File: src/design/bdq_pkg.sv
// shared types and constants for the bounded deque unit
// no dependencies
package bdq_pkg;

  localparam int DEPTH  = 16;
  localparam int DATA_W = 32;
  localparam int IDX_W  = $clog2(DEPTH);
  localparam int CNT_W  = $clog2(DEPTH + 1);
  localparam int MODE_W = 3;

  // operation codes
  localparam logic [MODE_W-1:0] OP_PUSH_FRONT = 3'd0;
  localparam logic [MODE_W-1:0] OP_PUSH_BACK  = 3'd1;
  localparam logic [MODE_W-1:0] OP_POP_FRONT  = 3'd2;
  localparam logic [MODE_W-1:0] OP_POP_BACK   = 3'd3;
  localparam logic [MODE_W-1:0] OP_REMOVE     = 3'd4;
  localparam logic [MODE_W-1:0] OP_REVERSE    = 3'd5;
  localparam logic [MODE_W-1:0] OP_CLEAR      = 3'd6;

  typedef struct packed {
    logic [MODE_W-1:0] mode;
    logic [DATA_W-1:0] value;
  } req_t;

  typedef struct packed {
    logic [CNT_W-1:0]  count;
    logic [DATA_W-1:0] front_value;
    logic [DATA_W-1:0] back_value;
    logic              is_empty;
    logic              found;
    logic              overflow;
  } rsp_t;

  // top level to sequencer
  typedef struct packed {
    logic start;
    logic out_free;
  } seq_ctl_t;

  // sequencer to top level
  typedef struct packed {
    logic idle;
    logic done;
  } seq_stat_t;

endpackage

File: src/design/bdq_store.sv
// slot memory of the deque: one write port, one read port with registered data
// depends on bdq_pkg
module bdq_store
  import bdq_pkg::*;
(
  input  logic              clk,
  input  logic              we,
  input  logic [IDX_W-1:0]  waddr,
  input  logic [DATA_W-1:0] wdata,
  input  logic [IDX_W-1:0]  raddr,
  output logic [DATA_W-1:0] rdata
);

  logic [DATA_W-1:0] mem [DEPTH];

  always_ff @(posedge clk) begin
    if (we) begin
      mem[waddr] <= wdata;
    end
  end

  always_ff @(posedge clk) begin
    rdata <= mem[raddr];
  end

endmodule

File: src/design/bdq_seq.sv
// sequencer of the deque: pointer state, search-and-shift loop, front/back readout
// depends on bdq_pkg and bdq_store
module bdq_seq
  import bdq_pkg::*;
(
  input  logic      clk,
  input  logic      rst,
  input  seq_ctl_t  ctl,
  input  req_t      req,
  output seq_stat_t stat,
  output rsp_t      result
);

  localparam logic [2:0] S_IDLE  = 3'd0;
  localparam logic [2:0] S_SCAN  = 3'd1;
  localparam logic [2:0] S_SHIFT = 3'd2;
  localparam logic [2:0] S_RDF   = 3'd3;
  localparam logic [2:0] S_RDB   = 3'd4;
  localparam logic [2:0] S_RDK   = 3'd5;
  localparam logic [2:0] S_DONE  = 3'd6;

  localparam logic [IDX_W:0]   DEPTH_X   = (IDX_W + 1)'(DEPTH);
  localparam logic [IDX_W-1:0] LAST_IDX  = IDX_W'(DEPTH - 1);
  localparam logic [CNT_W-1:0] DEPTH_CNT = CNT_W'(DEPTH);
  localparam logic [CNT_W-1:0] ONE       = CNT_W'(1);
  localparam logic [CNT_W-1:0] TWO       = CNT_W'(2);

  logic [2:0]        state, state_next;
  logic [DATA_W-1:0] value, value_next;
  logic [IDX_W-1:0]  start_idx, start_idx_next;
  logic [CNT_W-1:0]  count, count_next;
  logic              flipped, flipped_next;
  logic [CNT_W-1:0]  pos, pos_next;
  logic              found, found_next;
  logic              overflow, overflow_next;
  logic [DATA_W-1:0] front, front_next;
  logic [DATA_W-1:0] back, back_next;

  logic              we;
  logic [IDX_W-1:0]  waddr;
  logic [DATA_W-1:0] wdata;
  logic [IDX_W-1:0]  raddr;
  logic [DATA_W-1:0] rdata;
  logic              prepend;

  function automatic logic [IDX_W-1:0] wrap_add(input logic [IDX_W-1:0] a,
                                                 input logic [IDX_W-1:0] b);
    logic [IDX_W:0] s;
    s = {1'b0, a} + {1'b0, b};
    if (s >= DEPTH_X) begin
      s = s - DEPTH_X;
    end
    return s[IDX_W-1:0];
  endfunction

  // physical slot of a logical position
  function automatic logic [IDX_W-1:0] phys_of(input logic [CNT_W-1:0] p,
                                                input logic [IDX_W-1:0] st,
                                                input logic [CNT_W-1:0] cnt,
                                                input logic             flp);
    logic [CNT_W-1:0] off;
    off = flp ? (cnt - ONE - p) : p;
    return wrap_add(st, off[IDX_W-1:0]);
  endfunction

  bdq_store u_store (
    .clk   (clk),
    .we    (we),
    .waddr (waddr),
    .wdata (wdata),
    .raddr (raddr),
    .rdata (rdata)
  );

  always_comb begin
    state_next     = state;
    value_next     = value;
    start_idx_next = start_idx;
    count_next     = count;
    flipped_next   = flipped;
    pos_next       = pos;
    found_next     = found;
    overflow_next  = overflow;
    front_next     = front;
    back_next      = back;
    we             = 1'b0;
    waddr          = '0;
    wdata          = value;
    raddr          = '0;
    prepend        = (req.mode == OP_PUSH_FRONT) != flipped;

    unique case (state)
      S_IDLE: begin
        if (ctl.start) begin
          value_next    = req.value;
          found_next    = 1'b0;
          overflow_next = 1'b0;
          state_next    = S_RDF;
          unique case (req.mode)
            OP_PUSH_FRONT, OP_PUSH_BACK: begin
              if (count == DEPTH_CNT) begin
                overflow_next = 1'b1;
              end else begin
                we         = 1'b1;
                wdata      = req.value;
                count_next = count + ONE;
                if (prepend) begin
                  start_idx_next = (start_idx == '0) ? LAST_IDX : start_idx - IDX_W'(1);
                  waddr          = start_idx_next;
                end else begin
                  waddr = wrap_add(start_idx, count[IDX_W-1:0]);
                end
              end
            end
            OP_POP_FRONT, OP_POP_BACK: begin
              if (count != '0) begin
                count_next = count - ONE;
                // dropping the physical first entry moves the start
                if ((req.mode == OP_POP_FRONT) != flipped) begin
                  start_idx_next = wrap_add(start_idx, IDX_W'(1));
                end
              end
            end
            OP_REMOVE: begin
              if (count != '0) begin
                raddr      = phys_of('0, start_idx, count, flipped);
                pos_next   = '0;
                state_next = S_SCAN;
              end
            end
            OP_REVERSE: begin
              if (count >= TWO) begin
                flipped_next = !flipped;
              end
            end
            OP_CLEAR: begin
              count_next     = '0;
              start_idx_next = '0;
              flipped_next   = 1'b0;
            end
            default: begin
            end
          endcase
        end
      end
      S_SCAN: begin
        if (rdata == value) begin
          found_next = 1'b1;
          if (pos + ONE < count) begin
            raddr      = phys_of(pos + ONE, start_idx, count, flipped);
            state_next = S_SHIFT;
          end else begin
            count_next = count - ONE;
            if (flipped) begin
              start_idx_next = wrap_add(start_idx, IDX_W'(1));
            end
            state_next = S_RDF;
          end
        end else if (pos + ONE < count) begin
          raddr    = phys_of(pos + ONE, start_idx, count, flipped);
          pos_next = pos + ONE;
        end else begin
          state_next = S_RDF;
        end
      end
      S_SHIFT: begin
        // move the next entry one place toward the front
        we       = 1'b1;
        waddr    = phys_of(pos, start_idx, count, flipped);
        wdata    = rdata;
        pos_next = pos + ONE;
        if (pos + TWO < count) begin
          raddr = phys_of(pos + TWO, start_idx, count, flipped);
        end else begin
          count_next = count - ONE;
          if (flipped) begin
            start_idx_next = wrap_add(start_idx, IDX_W'(1));
          end
          state_next = S_RDF;
        end
      end
      S_RDF: begin
        if (count == '0) begin
          front_next = '0;
          back_next  = '0;
          state_next = S_DONE;
        end else begin
          raddr      = phys_of('0, start_idx, count, flipped);
          state_next = S_RDB;
        end
      end
      S_RDB: begin
        front_next = rdata;
        raddr      = phys_of(count - ONE, start_idx, count, flipped);
        state_next = S_RDK;
      end
      S_RDK: begin
        back_next  = rdata;
        state_next = S_DONE;
      end
      S_DONE: begin
        if (ctl.out_free) begin
          state_next = S_IDLE;
        end
      end
      default: begin
        state_next = S_IDLE;
      end
    endcase
  end

  always_ff @(posedge clk) begin
    if (rst) begin
      state     <= S_IDLE;
      start_idx <= '0;
      count     <= '0;
      flipped   <= 1'b0;
    end else begin
      state     <= state_next;
      start_idx <= start_idx_next;
      count     <= count_next;
      flipped   <= flipped_next;
    end
    value    <= value_next;
    pos      <= pos_next;
    found    <= found_next;
    overflow <= overflow_next;
    front    <= front_next;
    back     <= back_next;
  end

  assign stat.idle = (state == S_IDLE);
  assign stat.done = (state == S_DONE);

  assign result.count       = count;
  assign result.front_value = front;
  assign result.back_value  = back;
  assign result.is_empty    = (count == '0);
  assign result.found       = found;
  assign result.overflow    = overflow;

endmodule

File: src/design/bounded_deque_with_search_remove_unit.sv
// bounded deque with search-and-remove; depends on bdq_pkg and bdq_seq
// an accepted request passes through the front read, back read and done states to the result register;
// an empty deque skips the reads. Remove adds a scan step per entry searched and a shift step per entry moved
// (scan and shift share the one slot read port). One request in flight: the request channel reopens the cycle
// after the result is registered, so no new request is taken before the last result is registered
// rst (synchronous) empties the deque and clears the order flag; slot data is not reset
module bounded_deque_with_search_remove_unit
  import bdq_pkg::*;
(
  input  logic clk,
  input  logic rst,
  // request channel
  input  logic req_valid,
  output logic req_stall,
  input  req_t req,
  // result channel
  output logic rsp_valid,
  input  logic rsp_stall,
  output rsp_t rsp
);

  seq_ctl_t  ctl;
  seq_stat_t stat;
  rsp_t      result;
  logic      out_free;
  logic      load;

  // output register is free when empty or being taken this cycle
  assign out_free = !rsp_valid || !rsp_stall;
  // hand the finished result to the output register
  assign load     = stat.done && out_free;

  // requests are taken only while the sequencer waits for work
  assign req_stall    = !stat.idle;
  assign ctl.start    = req_valid && stat.idle;
  assign ctl.out_free = out_free;

  bdq_seq u_seq (
    .clk    (clk),
    .rst    (rst),
    .ctl    (ctl),
    .req    (req),
    .stat   (stat),
    .result (result)
  );

  always_ff @(posedge clk) begin
    if (rst) begin
      rsp_valid <= 1'b0;
    end else if (load) begin
      rsp_valid <= 1'b1;
    end else if (!rsp_stall) begin
      rsp_valid <= 1'b0;
    end
  end

  // result payload holds while stalled
  always_ff @(posedge clk) begin
    if (load) begin
      rsp <= result;
    end
  end

endmodule

File: config.mk
export PLATFORM = sky130hd
export DESIGN_NAME = bounded_deque_with_search_remove_unit
export DESIGN_NICKNAME = d
export VERILOG_FILES = /design/src/design/bdq_pkg.sv /design/src/design/bdq_store.sv /design/src/design/bdq_seq.sv /design/src/design/bounded_deque_with_search_remove_unit.sv
export SDC_FILE = /design/constraint.sdc
export NUM_CORES = 1
export LEC_CHECK = 0
export BUFFER_PORTS_ARGS = -buffer_cell sky130_fd_sc_hd__buf_2
export CORE_MARGIN = 4
export CORE_UTILIZATION = 30
export CTS_CLUSTER_SIZE = 25
export DETAILED_ROUTE_END_ITERATION = 8
export GPL_ROUTABILITY_DRIVEN = 0
export PLACE_DENSITY = 0.42
export SLEW_MARGIN = 30
export SYNTH_ARGS = -nofsm -noshare
export SYNTH_HDL_FRONTEND = slang
export SYNTH_HIERARCHICAL = 1
export SYNTH_SLANG_ARGS = --single-unit
File: constraint.sdc
create_clock -name clk -period 16.2 [get_ports clk]
set_input_delay 1.62 -clock clk [delete_from_list [all_inputs] [get_ports clk]]
set_output_delay 1.62 -clock clk [all_outputs]
set_load 0.01 [all_outputs]
==> metrics.md <==
| Metric | Value |
|---|---|
| Row count | `roughly 110` |
| DRT Pass-1 Iters | `6` |
| Synth warnings | `6` |
| Most frequent cells in the layout | `edfxtp_1 (687), mux4_2 (128), buf_2 (113)` |
| Detail Placement HPWL | `around 44 mm` |
| FMAX | `183 MHz` |
| Minimum clock period | `around 5.5 ns` |
| Hold path startpoint | `u_seq/back[28]$_SDFFCE_PN0P_` |
| P_leak | `~11 nW` |
| Mapped Area | `29500 µm²` |
| Number of distinct library cells after synthesis | `73` |
| Hold path cells | `0` |
| Largest net degree at the start of global routing | `73` |
| Crit path required time | `approximately 17 ns` |
| Clock Skews | `around 0.026 ns` |
| Die X | `321 µm` |
| Share of layout cells above drive strength 1 | `0.249` |
| Rel. slew slack | `0.366` |
| CTS tree | `yes` |
| Clock buffer count from CTS | `79` |
| Clock transition at the registers of the reported paths | `about 0.070 ns` |
| CP endpoint kind | `register` |
| Syn_nets | `about 1700` |
| Finish-stage setup viols | `0` |
| Sequential fraction of the synthesis area | `0.732` |
| Crit start category | `register` |
| Area delta synth->final | `16.8%` |
| Setup CP Type | `reg2reg` |
| Vias in the first global route | `~16000` |
| GRT Total Usage | `0.152` |
| Post-cts resize count | `0` |
| Setup tns final | `0 ns` |
| Ys async rst share | `0` |
| Clk pwr share | `0.268` |
| Clock latency at the later pin of the worst-skew pair | `0.62 ns` |
| Hold Slack | `between 0.4 and 0.5 ns` |
| WL/cell | `25.6 µm` |
| Final WS setup | `between 10 and 15 ns` |
| Max Cap Viol | `0` |
| Crit. Startpoint | `u_seq/count[0]$_SDFFE_PP0P_` |
| VDD IR-drop max | `172 µV` |
| Die height | `321 µm` |
| Worst-Margin Slew | `0.950 ns` |
| Tcrit/Tclk final | `0.338` |
| Starting Density | `0.304` |
| Post-CTS setup buffers | `0` |
| Leading cell type in the layout, fill and taps excluded | `edfxtp_1` |
| Worst r2r path cells | `16` |
| Slew Viols, Final | `0` |
| # hold bufs at CTS | `0` |
| FF+latch count, synth | `733` |
| Antenna violations before repair | `4` |
| Utilization after layout | `0.355` |
| Initial DRC count | `approximately 1300` |
| Worst path arrival time | `roughly 6 ns` |
| DR vias | `approximately 15000` |
| First-pass GRT wire length | `114 mm` |
| Switching part of the total | `0.341` |
| Post-Layout Cell Count | `approximately 3100` |
| Pint | `4.59 mW` |
| # DRC | `0` |
| PortBufs | `between 100 and 150` |
| Fin. Hold Viols | `0` |
| Worst slack at placement | `10.55 ns` |
| Vias/cell | `around 5` |
| CTS Sinks | `733` |
| Post-route ant nets | `0` |
| Number of flops mapped to enable cells by yosys | `687` |
| Outcome | `finished, final reports clean` |
| P_sw | `2.38 mW` |
| Total Wirelength | `roughly 79 mm` |
| Die ar. | `just over 100000 µm²` |
| Mapped Cells | `1603` |
| Clock H-tree levels | `3` |
| Power Density | `a little over 200 nW/µm²` |
| Comb power frac | `0.341` |
| RSZ-0062 raised after global routing | `false` |
| Max FO, Critical Path | `25` |
| CTS root buf | `clkbuf_16` |
| Nets | `about 1800` |
| Predominant post-synthesis flop cell | `edfxtp_1` |
| Post-Syn Area per Cell | `approximately 18 µm²` |
| Start of the worst register-to-register path | `u_seq/count[0]$_SDFFE_PP0P_` |
| Top-level I/O count | `approximately 110` |
| Hold Crit Class | `reg2reg` |
| Core region area | `~97000 µm²` |
| Placed Cells | `~2900` |
| GR Overflow Total | `0` |
| Sequential power share | `0.392` |
| Clk buf depth | `3` |
worst paths after layout:
kind | to | slack (ns)
worst max-delay path | u_seq/u_store/rdata[23]$_DFF_P_ | 10.73
worst min-delay path | rsp[31]$_DFFE_PP_ | 0.42
worst max register to register | u_seq/u_store/rdata[23]$_DFF_P_ | 10.73
worst min register to register | rsp[31]$_DFFE_PP_ | 0.42
logic make-up after synthesis:
kind of cell    share of synthesized area
flops                               0.732
simple gates                       0.0469
buf+inv                            0.0223
mux                                 0.100
xor+xnor                           0.0211
fa+ha+maj                          0.0228
compound gates                     0.0553
power groups by stage:
| stage | combinational [mW] | clock [mW] | sequential, mW |
|---|---|---|---|
| finish | 2.38 | 1.86 | 2.73 |
| floorplan | 1.68 | 0 | 2.66 |
| detailed placement | 2.41 | 0 | 2.77 |
| global route | 2.59 | 2.00 | 2.75 |
| global placement | 2.37 | 0 | 2.77 |
| CTS | 2.42 | 1.92 | 2.73 |
layout make-up:
type | instances | area (µm²)
Clock buffer | 107 | 2200
Fill cell | 9139 | 62600
Multi-Input combinational cell | 721 | 7450
Inverter | 61 | 229
Antenna cell | 4 | 10.0
Tap cell | 1276 | 1600
Clock inverter | 38 | 497
Sequential cell | 733 | 21600
Timing Repair Buffer | 146 | 853
cells in the mapped netlist (4+ instances only):
cell | instances | area share
edfxtp_1 | 687 | 0.70
nor2b_1 | 9 | 0.0019
nor2_1 | 35 | 0.0045
ha_1 | 41 | 0.017
clkbuf_1 | 41 | 0.0052
o2111ai_1 | 4 | 0.0012
a222oi_1 | 32 | 0.011
o21ai_0 | 18 | 0.0031
nand4_1 | 8 | 0.0017
o22ai_1 | 5 | 0.0011
dfxtp_1 | 46 | 0.031
a31oi_1 | 4 | 0.00085
a22oi_1 | 68 | 0.017
and2_1 | 45 | 0.0096
o21bai_1 | 4 | 0.0010
buf_4 | 13 | 0.0033
nor3_1 | 14 | 0.0024
xnor2_1 | 24 | 0.0071
mux4_2 | 128 | 0.098
nand3_1 | 10 | 0.0017
a21o_1 | 9 | 0.0023
a21oi_1 | 23 | 0.0039
nor2_2 | 4 | 0.00085
nand2b_1 | 6 | 0.0013
and3_1 | 37 | 0.0079
buf_1 | 9 | 0.0011
nor4_1 | 10 | 0.0021
fa_1 | 8 | 0.0054
inv_1 | 61 | 0.0078
buf_2 | 22 | 0.0037
xor2_1 | 45 | 0.013
nand2_1 | 60 | 0.0076
critical path: stages (launching register included):
cell and delay, ns:
dfxtp_1 0.63, inv_1 0.20, ha_1 0.35, xor2_1 0.58
ha_1 0.38, or3_1 0.38, nand3_1 0.08, o21ai_0 0.10
ha_1 0.33, a21oi_1 0.17, xnor2_1 0.15, xnor2_1 0.09
o2111ai_1 0.59, nor2b_4 0.48, buf_4 0.52, a22oi_1 0.17
nand2_1 0.14
metal layers:
layer | vias up | track usage | wire length [µm]
met5 | - | 0 | 0
met4 | 0 | 0.0378 | 1320
met3 | 86 | 0.0209 | 3730
met2 | 478 | 0.246 | 37200
met1 | 8101 | 0.218 | 36800
li1 | 6738 | - | -
registers in the layout (all words and copies together), names as in the netlist, 3 cells and up:
name,count
u_seq/u_store/mem,512
u_seq/start_idx,4
u_seq/state,3
u_seq/pos,5
u_seq/value,32
rsp,72
u_seq/u_store/rdata,32
u_seq/back,32
u_seq/front,32
u_seq/count,5
through the flow:
step / instance area (µm²) / power, mW
final: 34400 / 6.97
after global routing: 34400 / 7.35
after CTS: 34400 / 7.06
after detailed placement: 31700 / 5.18
after global placement: 31600 / 5.14
after floorplan: 29500 / 4.33
(Power assumes the default switching activity.)
